### config.mk
export PLATFORM = sky130hd
export DESIGN_NAME = psg_tone_noise_generator_top_flat
export DESIGN_NICKNAME = d
export VERILOG_FILES = /design/src/rtl/psg_pkg.sv /design/src/rtl/psg_in_if.sv /design/src/rtl/psg_out_if.sv /design/src/rtl/psg_regfile.sv /design/src/rtl/psg_channels.sv /design/src/rtl/psg_mixer.sv /design/src/rtl/psg_out_skid.sv /design/src/rtl/psg_tone_noise_generator_top.sv /design/src/flat_wrapper.sv
export SDC_FILE = /design/constraint.sdc
export NUM_CORES = 1
export LEC_CHECK = 0
export CELL_PAD_IN_SITES_DETAIL_PLACEMENT = 1
export CELL_PAD_IN_SITES_GLOBAL_PLACEMENT = 2
export CORE_MARGIN = 2
export CORE_UTILIZATION = 41
export DETAILED_ROUTE_END_ITERATION = 10
export DONT_BUFFER_PORTS = 1
export GPL_TIMING_DRIVEN = 0
export PLACE_DENSITY = 0.76
export SLEW_MARGIN = 5
export SYNTH_ARGS = -nofsm -noshare
export SYNTH_HDL_FRONTEND = slang
export SYNTH_SLANG_ARGS = --single-unit
### constraint.sdc
create_clock -name clk -period 7.42 [get_ports clk]
set_input_delay 1.484 -clock clk [delete_from_list [all_inputs] [get_ports clk]]
set_output_delay 1.484 -clock clk [all_outputs]
set_load 0.01 [all_outputs]
### src/rtl/psg_pkg.sv
// ----------------------------------------------------------------------------
// psg_pkg
// Shared types, constants and the volume table of the tone and noise
// generator.
// ----------------------------------------------------------------------------
package psg_pkg;

    localparam int NUM_TONE  = 3;
    localparam int NUM_CHAN  = 4;
    localparam int PERIOD_W  = 10;
    localparam int ATT_W     = 4;
    localparam int NCTL_W    = 3;
    localparam int SHIFT_W   = 16;
    localparam int SAMPLE_W  = 8;

    localparam logic [1:0]         CH_NOISE    = 2'd3;
    localparam logic [SHIFT_W-1:0] NOISE_SEED  = 16'h8000;
    localparam logic [SHIFT_W-1:0] NOISE_TAPS  = 16'h0009;
    localparam logic [ATT_W-1:0]   ATT_SILENT  = 4'hF;

    // Noise rate codes (noise control bits 1..0)
    localparam logic [1:0] RATE_16   = 2'd0;
    localparam logic [1:0] RATE_32   = 2'd1;
    localparam logic [1:0] RATE_64   = 2'd2;
    localparam logic [1:0] RATE_TONE = 2'd3;

    localparam logic [PERIOD_W-1:0] RELOAD_16 = 10'h010;
    localparam logic [PERIOD_W-1:0] RELOAD_32 = 10'h020;
    localparam logic [PERIOD_W-1:0] RELOAD_64 = 10'h040;

    // Programmed registers handed from the register file to the channels
    // and the mixer, with the pulse that reseeds the noise shifter.
    typedef struct packed {
        logic [NUM_TONE-1:0][PERIOD_W-1:0] tone_period;
        logic [NCTL_W-1:0]                 noise_control;
        logic [NUM_CHAN-1:0][ATT_W-1:0]    attenuation;
        logic                              noise_seed;
    } psg_regs_t;

    // Channel weight: (255 * (15 - att) / 15) / 4
    function automatic logic [SAMPLE_W-1:0] vol_of(input logic [ATT_W-1:0] att);
        logic [SAMPLE_W-1:0] v;
        case (att)
            4'd0:    v = 8'd63;
            4'd1:    v = 8'd59;
            4'd2:    v = 8'd55;
            4'd3:    v = 8'd51;
            4'd4:    v = 8'd46;
            4'd5:    v = 8'd42;
            4'd6:    v = 8'd38;
            4'd7:    v = 8'd34;
            4'd8:    v = 8'd29;
            4'd9:    v = 8'd25;
            4'd10:   v = 8'd21;
            4'd11:   v = 8'd17;
            4'd12:   v = 8'd12;
            4'd13:   v = 8'd8;
            4'd14:   v = 8'd4;
            default: v = 8'd0;
        endcase
        return v;
    endfunction

endpackage

### src/rtl/psg_in_if.sv
// ----------------------------------------------------------------------------
// psg_in_if
// Input channel: one bus write or one generator tick per transaction.
// ----------------------------------------------------------------------------
interface psg_in_if;
    logic       valid;
    logic       ready;
    logic       command;
    logic [7:0] data_byte;

    modport source (output valid, output command, output data_byte, input ready);
    modport sink   (input valid, input command, input data_byte, output ready);
endinterface

### src/rtl/psg_out_if.sv
// ----------------------------------------------------------------------------
// psg_out_if
// Output channel: one mixed audio sample per transaction.
// ----------------------------------------------------------------------------
interface psg_out_if;
    logic       valid;
    logic       ready;
    logic [7:0] sample;

    modport source (output valid, output sample, input ready);
    modport sink   (input valid, input sample, output ready);
endinterface

### src/rtl/psg_regfile.sv
// ----------------------------------------------------------------------------
// psg_regfile
// Decodes latch and data bytes into the tone, volume and noise registers.
// ----------------------------------------------------------------------------
module psg_regfile (
    input  logic              clk,
    input  logic              rst_n,
    input  logic              wr,
    input  logic [7:0]        data_byte,
    output psg_pkg::psg_regs_t regs
);
    import psg_pkg::*;

    logic [NUM_TONE-1:0][PERIOD_W-1:0] tone_reg, tone_next;
    logic [NCTL_W-1:0]                 nctl_reg, nctl_next;
    logic [NUM_CHAN-1:0][ATT_W-1:0]    att_reg, att_next;
    logic                              lvol_reg, lvol_next;
    logic [1:0]                        lch_reg, lch_next;

    always_comb
    begin
        tone_next = tone_reg;
        nctl_next = nctl_reg;
        att_next  = att_reg;
        lvol_next = lvol_reg;
        lch_next  = lch_reg;
        if (wr)
        begin
            if (data_byte[7])
            begin
                lvol_next = data_byte[4];
                lch_next  = data_byte[6:5];
                if (data_byte[4])
                begin
                    att_next[data_byte[6:5]] = data_byte[3:0];
                end
                else if (data_byte[6:5] == CH_NOISE)
                begin
                    nctl_next = data_byte[2:0];
                end
                else
                begin
                    for (int i = 0; i < NUM_TONE; i++)
                    begin
                        if (data_byte[6:5] == 2'(i))
                        begin
                            tone_next[i][3:0] = data_byte[3:0];
                        end
                    end
                end
            end
            else
            begin
                if (lvol_reg)
                begin
                    att_next[lch_reg] = data_byte[3:0];
                end
                else if (lch_reg == CH_NOISE)
                begin
                    nctl_next = data_byte[2:0];
                end
                else
                begin
                    for (int i = 0; i < NUM_TONE; i++)
                    begin
                        if (lch_reg == 2'(i))
                        begin
                            tone_next[i][9:4] = data_byte[5:0];
                        end
                    end
                end
            end
        end
    end

    always_ff @(posedge clk or negedge rst_n)
    begin
        if (!rst_n)
        begin
            tone_reg <= '0;
            nctl_reg <= '0;
            att_reg  <= {NUM_CHAN{ATT_SILENT}};
            lvol_reg <= 1'b0;
            lch_reg  <= 2'd0;
        end
        else
        begin
            tone_reg <= tone_next;
            nctl_reg <= nctl_next;
            att_reg  <= att_next;
            lvol_reg <= lvol_next;
            lch_reg  <= lch_next;
        end
    end

    always_comb
    begin
        regs.tone_period   = tone_reg;
        regs.noise_control = nctl_reg;
        regs.attenuation   = att_reg;
        // Any write that leaves the noise control register latched reseeds.
        regs.noise_seed    = wr && !lvol_next && (lch_next == CH_NOISE);
    end

endmodule

### src/rtl/psg_channels.sv
// ----------------------------------------------------------------------------
// psg_channels
// Down counters, phases and levels of the three tone channels and the noise
// channel, with the noise shifter.
// ----------------------------------------------------------------------------
module psg_channels (
    input  logic               clk,
    input  logic               rst_n,
    input  logic               tick,
    input  psg_pkg::psg_regs_t regs,
    output logic [3:0]         level_next
);
    import psg_pkg::*;

    logic [NUM_CHAN-1:0][PERIOD_W-1:0] cnt_reg, cnt_next;
    logic [NUM_CHAN-1:0]               phase_reg, phase_next;
    logic [NUM_CHAN-1:0]               level_reg, level_reg_next;
    logic [SHIFT_W-1:0]                shift_reg, shift_next;

    logic [NUM_CHAN-1:0][PERIOD_W-1:0] cnt_dec;
    logic                              fb;
    logic [PERIOD_W-1:0]               noise_reload;

    always_comb
    begin
        for (int i = 0; i < NUM_CHAN; i++)
        begin
            cnt_dec[i] = (cnt_reg[i] != '0) ? cnt_reg[i] - PERIOD_W'(1) : '0;
        end

        case (regs.noise_control[1:0])
            RATE_16:   noise_reload = RELOAD_16;
            RATE_32:   noise_reload = RELOAD_32;
            RATE_64:   noise_reload = RELOAD_64;
            default:   noise_reload = regs.tone_period[2];
        endcase

        if (regs.noise_control[2])
        begin
            fb = ^(shift_reg & NOISE_TAPS);
        end
        else
        begin
            fb = shift_reg[0];
        end

        cnt_next       = cnt_reg;
        phase_next     = phase_reg;
        level_reg_next = level_reg;
        shift_next     = shift_reg;

        if (regs.noise_seed)
        begin
            shift_next = NOISE_SEED;
        end

        if (tick)
        begin
            for (int i = 0; i < NUM_TONE; i++)
            begin
                cnt_next[i] = cnt_dec[i];
                if (cnt_dec[i] == '0)
                begin
                    cnt_next[i] = regs.tone_period[i];
                    // A period of zero or one holds the output high.
                    if (regs.tone_period[i][PERIOD_W-1:1] == '0)
                    begin
                        phase_next[i]     = 1'b1;
                        level_reg_next[i] = 1'b1;
                    end
                    else
                    begin
                        phase_next[i]     = ~phase_reg[i];
                        level_reg_next[i] = ~phase_reg[i];
                    end
                end
            end

            cnt_next[CH_NOISE] = cnt_dec[CH_NOISE];
            if (cnt_dec[CH_NOISE] == '0)
            begin
                cnt_next[CH_NOISE]   = noise_reload;
                phase_next[CH_NOISE] = ~phase_reg[CH_NOISE];
                if (!phase_reg[CH_NOISE])
                begin
                    level_reg_next[CH_NOISE] = shift_reg[0];
                    shift_next               = {fb, shift_reg[SHIFT_W-1:1]};
                end
            end
        end

        level_next = level_reg_next;
    end

    always_ff @(posedge clk or negedge rst_n)
    begin
        if (!rst_n)
        begin
            cnt_reg   <= '0;
            phase_reg <= '0;
            level_reg <= '0;
            shift_reg <= '0;
        end
        else
        begin
            cnt_reg   <= cnt_next;
            phase_reg <= phase_next;
            level_reg <= level_reg_next;
            shift_reg <= shift_next;
        end
    end

endmodule

### src/rtl/psg_mixer.sv
// ----------------------------------------------------------------------------
// psg_mixer
// Weights each high channel by its attenuation and sums the four weights.
// ----------------------------------------------------------------------------
module psg_mixer (
    input  logic [3:0]                          level,
    input  logic [3:0][3:0]                     attenuation,
    output logic [7:0]                          sample
);
    import psg_pkg::*;

    logic [SAMPLE_W-1:0] sum;

    always_comb
    begin
        sum = '0;
        for (int i = 0; i < NUM_CHAN; i++)
        begin
            if (level[i])
            begin
                sum = sum + vol_of(attenuation[i]);
            end
        end
        sample = sum;
    end

endmodule

### src/rtl/psg_out_skid.sv
// ----------------------------------------------------------------------------
// psg_out_skid
// Result register with a skid stage, so that input stays open while a
// sample waits to be taken.
// ----------------------------------------------------------------------------
module psg_out_skid (
    input  logic       clk,
    input  logic       rst_n,
    input  logic       push,
    input  logic [7:0] push_sample,
    output logic       space,
    output logic       out_valid,
    input  logic       out_ready,
    output logic [7:0] out_sample
);
    import psg_pkg::*;

    logic                main_valid_reg, main_valid_next;
    logic                skid_valid_reg, skid_valid_next;
    logic [SAMPLE_W-1:0] main_reg, main_next;
    logic [SAMPLE_W-1:0] skid_reg, skid_next;
    logic                pop;

    assign pop = main_valid_reg && out_ready;

    always_comb
    begin
        main_valid_next = main_valid_reg;
        skid_valid_next = skid_valid_reg;
        main_next       = main_reg;
        skid_next       = skid_reg;
        if (skid_valid_reg)
        begin
            if (pop)
            begin
                main_next       = skid_reg;
                skid_valid_next = 1'b0;
            end
        end
        else if (push)
        begin
            if (pop || !main_valid_reg)
            begin
                main_next       = push_sample;
                main_valid_next = 1'b1;
            end
            else
            begin
                skid_next       = push_sample;
                skid_valid_next = 1'b1;
            end
        end
        else if (pop)
        begin
            main_valid_next = 1'b0;
        end
    end

    always_ff @(posedge clk or negedge rst_n)
    begin
        if (!rst_n)
        begin
            main_valid_reg <= 1'b0;
            skid_valid_reg <= 1'b0;
        end
        else
        begin
            main_valid_reg <= main_valid_next;
            skid_valid_reg <= skid_valid_next;
        end
    end

    always_ff @(posedge clk)
    begin
        main_reg <= main_next;
        skid_reg <= skid_next;
    end

    assign space      = !skid_valid_reg;
    assign out_valid  = main_valid_reg;
    assign out_sample = main_reg;

endmodule

### src/rtl/psg_tone_noise_generator_top.sv
// ----------------------------------------------------------------------------
// psg_tone_noise_generator_top
// Three square-tone channels and one noise channel with an 8-bit mixer.
// ----------------------------------------------------------------------------
//  Port    Direction  Payload               Meaning
//  bus     in         command, data_byte    bus write (0) or generator tick (1)
//  audio   out        sample                mixed sample, one per tick
//
//  One transaction is taken every clock cycle while bus.ready is high; a
//  tick's sample is formed by the channel update and mixer logic and goes
//  into the result register, or into the skid register if that is full.
//  Reset sets all volumes to silent and clears periods, counters and levels.
//  The output has a two-entry buffer; bus.ready drops only when both entries
//  hold samples that have not been taken.
// ----------------------------------------------------------------------------
module psg_tone_noise_generator_top (
    input  logic      clk,
    input  logic      rst_n,
    psg_in_if.sink    bus,
    psg_out_if.source audio
);
    import psg_pkg::*;

    psg_regs_t           regs;
    logic                accept;
    logic                wr;
    logic                tick;
    logic [NUM_CHAN-1:0] level_next;
    logic [SAMPLE_W-1:0] mix;
    logic                space;

    assign accept = bus.valid && bus.ready;
    assign wr     = accept && !bus.command;
    assign tick   = accept && bus.command;

    psg_regfile u_regfile (
        .clk       (clk),
        .rst_n     (rst_n),
        .wr        (wr),
        .data_byte (bus.data_byte),
        .regs      (regs)
    );

    psg_channels u_channels (
        .clk        (clk),
        .rst_n      (rst_n),
        .tick       (tick),
        .regs       (regs),
        .level_next (level_next)
    );

    psg_mixer u_mixer (
        .level       (level_next),
        .attenuation (regs.attenuation),
        .sample      (mix)
    );

    psg_out_skid u_out_skid (
        .clk         (clk),
        .rst_n       (rst_n),
        .push        (tick),
        .push_sample (mix),
        .space       (space),
        .out_valid   (audio.valid),
        .out_ready   (audio.ready),
        .out_sample  (audio.sample)
    );

    assign bus.ready = space;

endmodule

### src/flat_wrapper.sv
// flat-port wrapper written by rule: the top's interface ports become plain ports
module psg_tone_noise_generator_top_flat import psg_pkg::*;
  (clk, rst_n, bus_valid, bus_command, bus_data_byte, bus_ready, audio_valid, audio_sample, audio_ready);
  psg_in_if bus_i ();
  psg_out_if audio_i ();
  input  logic clk;
  input  logic rst_n;
  input wire logic [$bits(bus_i.valid)-1:0] bus_valid;
  input wire logic [$bits(bus_i.command)-1:0] bus_command;
  input wire logic [$bits(bus_i.data_byte)-1:0] bus_data_byte;
  output wire logic [$bits(bus_i.ready)-1:0] bus_ready;
  output wire logic [$bits(audio_i.valid)-1:0] audio_valid;
  output wire logic [$bits(audio_i.sample)-1:0] audio_sample;
  input wire logic [$bits(audio_i.ready)-1:0] audio_ready;
  assign bus_i.valid = bus_valid;
  assign bus_i.command = bus_command;
  assign bus_i.data_byte = bus_data_byte;
  assign bus_ready = bus_i.ready;
  assign audio_valid = audio_i.valid;
  assign audio_sample = audio_i.sample;
  assign audio_i.ready = audio_ready;
  psg_tone_noise_generator_top u_core (.clk(clk), .rst_n(rst_n), .bus(bus_i), .audio(audio_i));
endmodule
* After elaboration in Yosys (flattened, before gate mapping)
Memory sizes are Yosys's and may differ from the RTL's.
Cells that the tools add are included.
** Word-level totals
- Bits in registers :: 134
- Latch bits :: 0
- Memory bits (writable) :: 0
- ROM bits :: 384
- Bits of input ports :: 13
- Output and inout port bits :: 10
- Word-level logic and storage cells :: 175
- Memories :: 4
** Operators by class
- $add $sub $neg :: 7
- Multipliers :: 0
- Div/mod/pow operators :: 0
- Magnitude comparators :: 4
- Equal/unequal tests :: 15
- Shift operators :: 0
- Multiplexer cells :: 59
- Bitwise logic cells :: 11
- Reduce and logical (&&, ||, !) cells :: 48
** Memories
- (name not given) :: depth 16, bits a word 6, rd ports 1, clocked after Yosys merged registers in 0, write ports 0, RTL line psg_pkg.sv:43 : case (att)
- (name not given) :: depth 16, bits a word 6, rd ports 1, clocked after Yosys merged registers in 0, write ports 0, RTL line psg_pkg.sv:43
- (name not given) :: depth 16, bits a word 6, rd ports 1, clocked after Yosys merged registers in 0, write ports 0, RTL line psg_pkg.sv:43
- (name not given) :: depth 16, bits a word 6, rd ports 1, clocked after Yosys merged registers in 0, write ports 0, RTL line psg_pkg.sv:43
** Operators with widths (count)
- 16-bit two-way mux :: 7
- 8-bit two-way mux :: 11
- 10-bit two-way mux :: 8
- 10-bit logical NOT :: 4
- 10-bit nonzero test :: 4
- 10-bit by 1-bit subtractor with 10-bit output, second input constant :: 4
- 5-bit AND reduction :: 7
- 16-bit bitwise mux :: 2
- 10-bit case mux with 3 select lines :: 1
- 9-bit logical NOT :: 3
- 8-bit adder :: 3
- 1-bit two-way mux :: 18
- 4-bit demux with 2-bit select :: 2
- 16-bit XOR reduction :: 1
- 3-bit two-way mux :: 5
- 2-bit equality test, second input constant :: 6
- 4-bit two-way mux :: 3
- 3-bit AND reduction :: 4
- 1-bit NOT :: 11
- 2-bit nonzero test :: 5
- 1-bit logical AND :: 8
- 2-bit inequality test, second input constant :: 4
- 2-bit AND reduction :: 4
- 2-bit by 1-bit equality test with 1-bit output, second input constant :: 3
- 7 further kinds :: 16

* Depth between registers and ports, before layout
Gate-level depths: netlist of the first run.
- Depth in word-level cells :: 15
- Gate-level depth with buffers :: 27

* Cells and area by module
A second synthesis of the first run with hierarchy kept.
** Second synthesis, totals
- Cells, all modules :: 742
- Area, all modules :: 7823.8 sq um
** By module, submodules not included
- psg_channels :: instances 1, cells an instance 410, area each 3814.9 sq um, sequential area each 1601.5 sq um
- psg_regfile :: instances 1, cells an instance 137, area each 2185.8 sq um, sequential area each 1321.3 sq um
- psg_mixer :: instances 1, cells an instance 157, area each 1116.1 sq um, sequential area each 0.0 sq um
- psg_out_skid :: instances 1, cells an instance 36, area each 690.7 sq um, sequential area each 530.5 sq um
- psg_tone_noise_generator_top :: instances 1, cells an instance 2, area each 16.3 sq um, sequential area each 0.0 sq um

* Worst setup path after synthesis of the first run
Ideal clock, no wire load.
- Kind :: input to register
- Start point :: input bus_valid
- End point :: register u_core.u_out_skid.main_reg[6], in the netlist u_core.u_out_skid.out_sample[6], data pin
- Setup time :: 260 ps
- Arrival :: 5571 ps
- Data required time :: 7160 ps
- Path slack :: 1588 ps
- Stages :: 24
- Buffers on the path :: 1
- Cells stage by stage :: and3_1 -> clkbuf_1 -> a31oi_1 -> nor3_1 -> inv_1 -> fa_1 -> inv_1 -> mux2i_1 -> inv_1 -> ha_1 -> a21o_1 -> a21oi_1 -> xnor2_1 -> nor2_1 -> inv_1 -> nand2_1 -> ha_1 -> inv_1 -> o21bai_1 -> a21o_1 -> a21oi_1 -> nor2_1 -> xnor3_1 -> o21ai_1
** Between the ends
- Longest elaborated chain between the ends :: 13
** RTL lines
- start: declaration :: RTL line flat_wrapper.sv:8 : input wire logic [$bits(bus_i.valid)-1:0] bus_valid;
- 1-bit logical AND (*) :: RTL line psg_tone_noise_generator_top.sv:32 : assign accept = bus.valid && bus.ready;
- 1-bit logical AND (*) :: RTL line psg_tone_noise_generator_top.sv:34 : assign tick = accept && bus.command;
- 4-bit two-way mux (*) :: RTL line psg_channels.sv:57 : if (tick)
- 8-bit two-way mux :: RTL line psg_mixer.sv:19 : if (level[i])
- 8-bit adder :: RTL line psg_mixer.sv:21 : sum = sum + vol_of(attenuation[i]);
- 8-bit two-way mux :: RTL line psg_mixer.sv:19
- 8-bit adder :: RTL line psg_mixer.sv:21
- 8-bit two-way mux :: RTL line psg_mixer.sv:19
- 8-bit adder :: RTL line psg_mixer.sv:21
- 8-bit two-way mux (*) :: RTL line psg_mixer.sv:19
- 8-bit two-way mux (*) :: RTL line psg_out_skid.sv:42 : if (pop || !main_valid_reg)
- 8-bit two-way mux (*) :: RTL line psg_out_skid.sv:40 : else if (push)
- 8-bit two-way mux (*) :: RTL line psg_out_skid.sv:32 : if (skid_valid_reg)
- net u_core.u_out_skid.main_next[6] :: RTL line psg_out_skid.sv:20 : logic [SAMPLE_W-1:0] main_reg, main_next;
- end signal: assignment :: RTL line psg_out_skid.sv:75 : main_reg <= main_next;
- end: declaration :: RTL line psg_out_skid.sv:20
Mark *: on every way through the listed nets, which the timed path passes. The rest lies on a longest branch. The select of a mux whose other input is x is not followed.
A chain may end at the register's enable or synchronous reset.

* Final worst setup path of the first run
- Start point :: register u_core.u_channels.cnt_reg[0] in the netlist's numbering
- End point :: register u_core.u_out_skid.main_reg[6], in the netlist u_core.u_out_skid.out_sample[6], data pin
** Between the ends
- Longest elaborated chain between the ends :: 15
- Elaborated cells between the ends (all ways) :: 16
- Classes of those cells :: 4 x add/sub; 10 x mux; 2 x reduce/logical
** RTL lines
- start: declaration :: RTL line psg_channels.sv:15 : logic [NUM_CHAN-1:0][PERIOD_W-1:0] cnt_reg, cnt_next;
- start signal: assignment :: RTL line psg_channels.sv:106 : cnt_reg <= cnt_next;
- 10-bit by 1-bit subtractor with 10-bit output / 10-bit nonzero test (equally long branches) :: RTL line psg_channels.sv:28 : cnt_dec[i] = (cnt_reg[i] != '0) ? cnt_reg[i] - PERIOD_W'(1) : '0;
- 10-bit two-way mux (*) :: RTL line psg_channels.sv:28
- 10-bit logical NOT (*) :: RTL line psg_channels.sv:62 : if (cnt_dec[i] == '0)
- 1-bit two-way mux (*) :: RTL line psg_channels.sv:62
- 4-bit two-way mux (*) :: RTL line psg_channels.sv:57
- 8-bit two-way mux (*) :: RTL line psg_mixer.sv:19
- 8-bit adder :: RTL line psg_mixer.sv:21
- 8-bit two-way mux (*) :: RTL line psg_mixer.sv:19
- 8-bit adder :: RTL line psg_mixer.sv:21
- 8-bit two-way mux (*) :: RTL line psg_mixer.sv:19
- 8-bit adder :: RTL line psg_mixer.sv:21
- 8-bit two-way mux (*) :: RTL line psg_mixer.sv:19
- 8-bit two-way mux (*) :: RTL line psg_out_skid.sv:42
- 8-bit two-way mux (*) :: RTL line psg_out_skid.sv:40
- 8-bit two-way mux (*) :: RTL line psg_out_skid.sv:32
- net u_core.u_out_skid.main_next[6] :: RTL line psg_out_skid.sv:20
Marks and branches as above.

==> results of run 1 <==
==> cell families (layout without fill, tap and decap cells) <==
family,count (synthesis),after routing
buffers and inverters,87,119
multiplexers,55,55
XOR/XNOR,18,18
AND/OR/NAND/NOR,278,278
adder cells (fa/ha/maj),22,22
flip-flops,134,134
AO/OA/AOI/OAI,204,204
==> layout by cell type (no fill, tap or decap), types with 8 or more instances in the layout <==
cell,n
a21o_1,8
a21oi_1,46
a31oi_1,16
clkbuf_1,28
clkbuf_16,17
dfrtp_1,102
dfstp_2,16
edfxtp_1,16
ha_1,19
inv_1,54
mux2_2,42
nand2_1,93
nand3_1,18
nor2_1,53
nor3_1,32
nor3b_1,9
nor4_1,9
o21ai_0,79
or3_1,13
xnor2_1,12
==> metal layers <==
metal,track usage [%],routed length [um],vias up
met1,31.7,10400,3127
met3,4.37,499,19
met5,0,0,-
li1,-,-,2907
met4,5.68,284,0
met2,37.8,10400,72
==> cell type report <==
cell class / instances / share of cell area (%)
Buffer: 32 / 1.45
Clock buffer: 18 / 5.08
Clock inverter: 14 / 2.09
Inverter: 55 / 2.44
Multi-Input combinational cell: 577 / 44.7
Sequential cell: 134 / 40.9
Tap cell: 229 / 3.39
==> worst max-delay path, cell delays in order (launching register included) <==
cell and delay (ns):
dfrtp_1 0.42, inv_1 0.13, ha_1 0.25, or3b_1 0.45, o31a_1 0.31, o41ai_4 0.54, a31oi_1 0.34, nor3_1 0.47
inv_1 0.12, fa_1 0.54, inv_1 0.04, mux2i_1 0.31, inv_1 0.09, ha_1 0.28, a21o_1 0.19, a21oi_1 0.21
xnor2_1 0.15, nor2_1 0.05, inv_1 0.12, nand2_1 0.07, ha_1 0.30, inv_1 0.08, o21bai_1 0.10, a21o_1 0.19
a21oi_1 0.14, nor2_1 0.05, xnor3_1 0.48, o21ai_1 0.09
==> per-stage QoR <==
stage / util [%] / setup WS, ns / power [uW]
5_1_grt: 46.9 / 0.101 / 3790
6_report: 46.9 / 0.625 / 3520
3_3_place_gp: 43.5 / 0.458 / 2570
4_1_cts: 46.9 / 0.628 / 3560
3_5_place_dp: 43.5 / 0.343 / 2660
2_1_floorplan: - / 1.59 / 2280
==> power breakdown <==
group          total [uW]  internal, uW  switching [uW]
registers            1280          1030             252
clock network         878           532             347
logic                1360           597             763
total                3520          2160            1360
==> how the worst max path moves through the flow <==
stage                                                  start                                         to  slack, ns
floorplan                                          bus_valid  u_core.u_out_skid.out_sample[6]$_DFFE_PP_       1.59
global placement                                   bus_valid  u_core.u_out_skid.out_sample[6]$_DFFE_PP_       0.46
detailed placement                                 bus_valid  u_core.u_out_skid.out_sample[6]$_DFFE_PP_       0.34
CTS                 u_core.u_channels.cnt_reg[0]$_DFFE_PN0P_  u_core.u_out_skid.out_sample[6]$_DFFE_PP_       0.63
global route        u_core.u_channels.cnt_reg[0]$_DFFE_PN0P_  u_core.u_out_skid.out_sample[7]$_DFFE_PP_       0.10
finish              u_core.u_channels.cnt_reg[0]$_DFFE_PN0P_  u_core.u_out_skid.out_sample[6]$_DFFE_PP_       0.62
==> impl_metrics.py, run 1 <==
metrics = {
    "outcome": {
        "status": "complete, no violations",
    },
    "critical_path": {
        "reg2reg_to": "u_core.u_out_skid.out_sample[6]$_DFFE_PP_",
        "r2r_start": "u_core.u_channels.cnt_reg[0]$_DFFE_PN0P_",
        "arrival_ns": 6.96,
        "worst-setup-path-type": "reg -> reg",
        "crit_fanout": 8,
        "end_kind": "flop",
        "reg2reg_depth": 27,
        "reg2reg_slack_ns": 0.62,
        "worstSetupStartpointType": "flop",
        "crit_required_ns": 7.58,
    },
    "floorplanning": {
        "core_um2": 18000,
        "io-pin-count": 23,
        "row_count": 49,
        "dieHeight_um": 140,
        "initial_core_util_pct": 41.9,
        "die-area_um2": 19500,
        "die_w_um": 140,
    },
    "logic_synthesis": {
        "synth_cell_types": 75,
        "synth-edff-count": 16,
        "synth-xor-area-share_pct": 2.27,
        "synth_seq_cells": 134,
        "synth_nets": 833,
        "postSynthCellCount": 798,
        "synthAdderAreaFrac_pct": 3.94,
        "yosysTopAreaCell": "dfrtp_1",
        "synth-main-ff-cell": "dfrtp_1",
        "ys_warn_count": 0,
        "syn-cell-area_um2": 7550,
        "synth_top_family_by_area": "simple AND/OR/NAND/NOR gates",
        "synth_compound_area_share_pct": 16.5,
        "synth_simple_gate_area_share_pct": 18.8,
        "synth.top_cell.area_share_pct": 33.8,
        "yosys-top-cells-area": "dfrtp_1 (34%), edfxtp_1 (6.4%), mux2_2 (6.3%)",
        "synth_most_common_cell": "dfrtp_1",
        "synth-async-reset-ratio_pct": 88.1,
        "muxShareOfSynthArea_pct": 8.37,
        "yosysSeqAreaShare_pct": 45.7,
        "syn_avg_cell_area_um2": 9.47,
        "yosys-top-cells-count": "dfrtp_1 (102), nand2_1 (93), o21ai_0 (79)",
    },
    "timing": {
        "fmax_mhz": 147,
        "rsz0062_at_grt": "false",
        "drv_slew": 0,
        "hold_viol_final": 0,
        "tightest_slew_ns": 1.04,
        "slew_headroom_pct": 30.2,
        "timing.final.crit_period_ns": 6.80,
        "setup_viol": 0,
        "period_share_pct": 91.6,
        "skew_ns": 0.00977,
        "hold_ws_ns": 0.479,
        "fin_setup_tns_ns": 0,
    },
    "global_route": {
        "grt_overflow_total": 0,
        "grt_util_all_layers_pct": 23.1,
        "grt_max_degree": 119,
        "grt_first_pass_wirelength_um": 35400,
        "antenna_found_initial": 0,
        "grt_pass1_vias": 6383,
    },
    "finish": {
        "stdcell_count": 1059,
        "largest_reg_flops": 46,
        "antenna_cells": 0,
        "multi_input_area_um2": 3770,
        "postLayoutCellArea_um2": 8450,
        "fillCellCount": 2078,
        "drive_gt1_share_pct": 14.1,
        "area.growth.synth_to_final_pct": 11.8,
        "final-seq-area_um2": 3450,
        "fin_nets": 852,
    },
    "clock_tree": {
        "root_buffer": "clkbuf_16",
        "cts_setup_buffers": 0,
        "cts_tree": "done",
        "clock-sinks": 134,
        "cts.hold.buffers_added": 0,
        "insertion_delay_ns": 0.43,
        "clkTransAtPathRegs_ns": 0.06,
        "h-tree-depth": 4,
        "cts_max_path_buffers": 2,
        "cts_buffers": 17,
        "ctsResizeCount": 0,
    },
    "flow_run": {
        "timing.max_cap.violations": 0,
    },
    "placement": {
        "place_area_um2": 7840,
        "hpwl_um": 15600,
        "routabilityCongestion": 0.823,
        "dp_cells": 1027,
        "portBuffers": 0,
    },
    "min_path": {
        "min_path_type": "reg -> reg",
        "hold_end": "u_core.u_channels.shift_reg[3]$_DFF_PN0_",
        "min_from": "u_core.u_channels.shift_reg[4]$_DFF_PN0_",
        "whs_path_depth": 2,
    },
    "detailed_routing": {
        "drt-total-wl_um": 21600,
        "drtIter0Drc": 349,
        "postRouteAntennaNets": 0,
        "via_per_inst": 5.78,
        "dr.pass1.iters": 4,
        "wl_per_cell_um": 20.4,
        "drc": 0,
        "vias": 6125,
    },
    "power": {
        "peakVddDrop_v": 0.000222,
        "powerDensity_nw_per_um2": 417,
        "p_leak_uw": 0.00355,
    },
}
Note: power is estimated with default switching activity, not from simulation.
==> inputs of run 2 (changes only) <==
--- a/config.mk
+++ b/config.mk
@@ -8,11 +8,11 @@
 export CELL_PAD_IN_SITES_DETAIL_PLACEMENT = 1
 export CELL_PAD_IN_SITES_GLOBAL_PLACEMENT = 2
 export CORE_MARGIN = 2
-export CORE_UTILIZATION = 41
+export CORE_UTILIZATION = 37
 export DETAILED_ROUTE_END_ITERATION = 10
 export DONT_BUFFER_PORTS = 1
 export GPL_TIMING_DRIVEN = 0
-export PLACE_DENSITY = 0.76
+export PLACE_DENSITY = 0.72
 export SLEW_MARGIN = 5
 export SYNTH_ARGS = -nofsm -noshare
 export SYNTH_HDL_FRONTEND = slang
==> constraint.sdc (replaced) <==
create_clock -name clk -period 5.5 [get_ports clk]
set_input_delay 1.1 -clock clk [delete_from_list [all_inputs] [get_ports clk]]
set_output_delay 1.1 -clock clk [all_outputs]
set_load 0.01 [all_outputs]
==> run 2 against run 1 <==
Against the previous run: the run now ends with setup timing left; combinational power up 76%; non-clock buffer count up 30; largest cell class unchanged; design area up 7.0%.
==> impl_metrics.py, run 2 (synthesis results as in run 1) <==
metrics = {
    "critical_path": {
        "worstSetupStartpoint": "u_core.u_channels.cnt_reg[0]$_DFFE_PN0P_",
        "reg2reg_to": "u_core.u_out_skid.out_sample[7]$_DFFE_PP_",
        "end_kind": "flop",
        "reg2reg_slack_ns": -0.44,
        "arrival_ns": 6.08,
        "worst-setup-path-type": "reg -> reg",
        "crit_required_ns": 5.63,
        "r2r_start": "u_core.u_channels.cnt_reg[0]$_DFFE_PN0P_",
        "endpoint": "u_core.u_out_skid.out_sample[7]$_DFFE_PP_",
        "reg2reg_depth": 24,
        "worstSetupStartpointType": "flop",
        "crit_fanout": 5,
    },
    "floorplanning": {
        "core_um2": 20100,
        "row_count": 52,
        "dieHeight_um": 147,
        "die-area_um2": 21600,
        "die_w_um": 147,
        "io-pin-count": 23,
        "initial_core_util_pct": 37.6,
    },
    "finish": {
        "fin_nets": 882,
        "antenna_cells": 0,
        "post-route-util_pct": 44.9,
        "largest_reg_flops": 46,
        "mostFrequentLayoutCell": "dfrtp_1",
        "area.growth.synth_to_final_pct": 19.6,
        "drive_gt1_share_pct": 21.9,
        "final_cell_mix": "dfrtp_1 (102), nand2_1 (92), o21ai_0 (79), nor2_1 (53), inv_1 (50)",
    },
    "power": {
        "p_total_uw": 5320,
        "powerDensity_nw_per_um2": 589,
        "peakVddDrop_v": 0.000395,
        "p_leak_uw": 0.00377,
    },
    "timing": {
        "period_share_pct": 108,
        "timing.final.crit_period_ns": 5.94,
        "setup_viol": 10,
        "skew_ns": 0.00892,
        "hold_ws_ns": 0.377,
        "hold_viol_final": 0,
        "tightest_slew_ns": 0.929,
        "rsz0062_at_grt": "true",
        "fmax_mhz": 168,
        "drv_slew": 0,
        "slew_headroom_pct": 37.6,
        "worst_slack_ns": -0.445,
    },
    "outcome": {
        "violations": "setup timing",
        "status": "complete, but fails checks",
    },
    "detailed_routing": {
        "postRouteAntennaNets": 0,
        "drc": 0,
        "dr.pass1.iters": 4,
        "vias": 6217,
        "drtIter0Drc": 333,
        "drt-total-wl_um": 22600,
        "wl_per_cell_um": 20.0,
        "via_per_inst": 5.50,
    },
    "global_route": {
        "grt_first_pass_wirelength_um": 36800,
        "grt_util_all_layers_pct": 21.9,
        "antenna_found_initial": 0,
        "grt_overflow_total": 0,
        "grt_pass1_vias": 6707,
        "grt_max_degree": 119,
    },
    "clock_tree": {
        "cts_tree": "done",
        "cts_buffers": 17,
        "cts.hold.buffers_added": 0,
        "clock-sinks": 134,
        "cts_max_path_buffers": 2,
        "root_buffer": "clkbuf_16",
        "clkTransAtPathRegs_ns": 0.06,
        "h-tree-depth": 4,
        "insertion_delay_ns": 0.42,
    },
    "min_path": {
        "min_path_type": "in -> async",
    },
    "placement": {
        "routabilityCongestion": 0.842,
        "dpl_worst_slack_ns": -0.871,
        "hpwl_um": 15800,
        "portBuffers": 0,
    },
    "flow_run": {
        "timing.max_cap.violations": 0,
    },
}
## run 2: worst min-delay path by stage
stage | start | to | slack [ns] | depth (start not counted)
floorplan | u_core.u_regfile.nctl_reg[2]$_DFFE_PN0P_ | u_core.u_regfile.nctl_reg[2]$_DFFE_PN0P_ | 0.45 | 2
global placement | u_core.u_channels.shift_reg[2]$_DFF_PN0_ | u_core.u_channels.shift_reg[1]$_DFF_PN0_ | 0.46 | 2
detailed placement | u_core.u_channels.shift_reg[4]$_DFF_PN0_ | u_core.u_channels.shift_reg[3]$_DFF_PN0_ | 0.47 | 2
CTS | rst_n | u_core.u_channels.cnt_reg[38]$_DFFE_PN0P_ | 0.36 | 0
global route | rst_n | u_core.u_channels.shift_reg[10]$_DFF_PN0_ | 0.35 | 0
finish | rst_n | u_core.u_channels.cnt_reg[35]$_DFFE_PN0P_ | 0.38 | 0
## run 2: cell type report
class / count / area (um2)
plain buffers: 32 / 123
clock buffers: 25 / 505
clock inverters: 7 / 116
fillers: 2287 / 11100
inverters: 55 / 209
multi-input cells: 577 / 4040
flip-flops and latches: 134 / 3450
well taps: 270 / 338
repair buffers: 30 / 251
## run 2: through the flow
step / instance area (um2) / TNS, ns / cells
after floorplan: 7650 / 0 / 798
final: 9040 / -3.20 / 1130
after detailed placement: 7980 / -7.25 / 1068
after global routing: 9040 / -5.60 / 1130
after CTS: 8930 / -3.61 / 1129
after global placement: 7980 / -6.13 / 1068
## run 2: metal layers
metal	global-route usage (%)	vias up	wire, um
li1	-	2959	-
met1	28.4	3166	10300
met2	37.5	74	11400
met3	3.57	18	627
met4	6.80	0	258
met5	0	-	0
## run 2: power breakdown
part | internal [uW] | total, uW | switching (uW)
logic | 1150 | 2390 | 1240
clock network | 773 | 1200 | 426
registers | 1390 | 1730 | 338
## run 2: timing repair
item / CTS / global route
endpoints found under the setup margin: 13 / 11
resized for setup: 25 / 19
pin swaps: 10 / 17
buffers inserted: 29 / 6
## run 2: critical path: stages (launching register included)
cell and delay, ns:
dfrtp_1 0.41, inv_2 0.08, ha_4 0.27, or4b_4 0.45, or3_4 0.35, o41ai_4 0.23, buf_6 0.18, a31oi_4 0.15
or3_4 0.45, fa_2 0.54, inv_2 0.05, mux2i_4 0.15, buf_4 0.14, fa_1 0.40, mux2_4 0.31, inv_1 0.07
ha_1 0.22, a21o_1 0.20, a21oi_2 0.15, o21bai_1 0.10, a21oi_2 0.16, o21bai_1 0.12, and2_4 0.16, o2111ai_4 0.21
a31oi_2 0.12
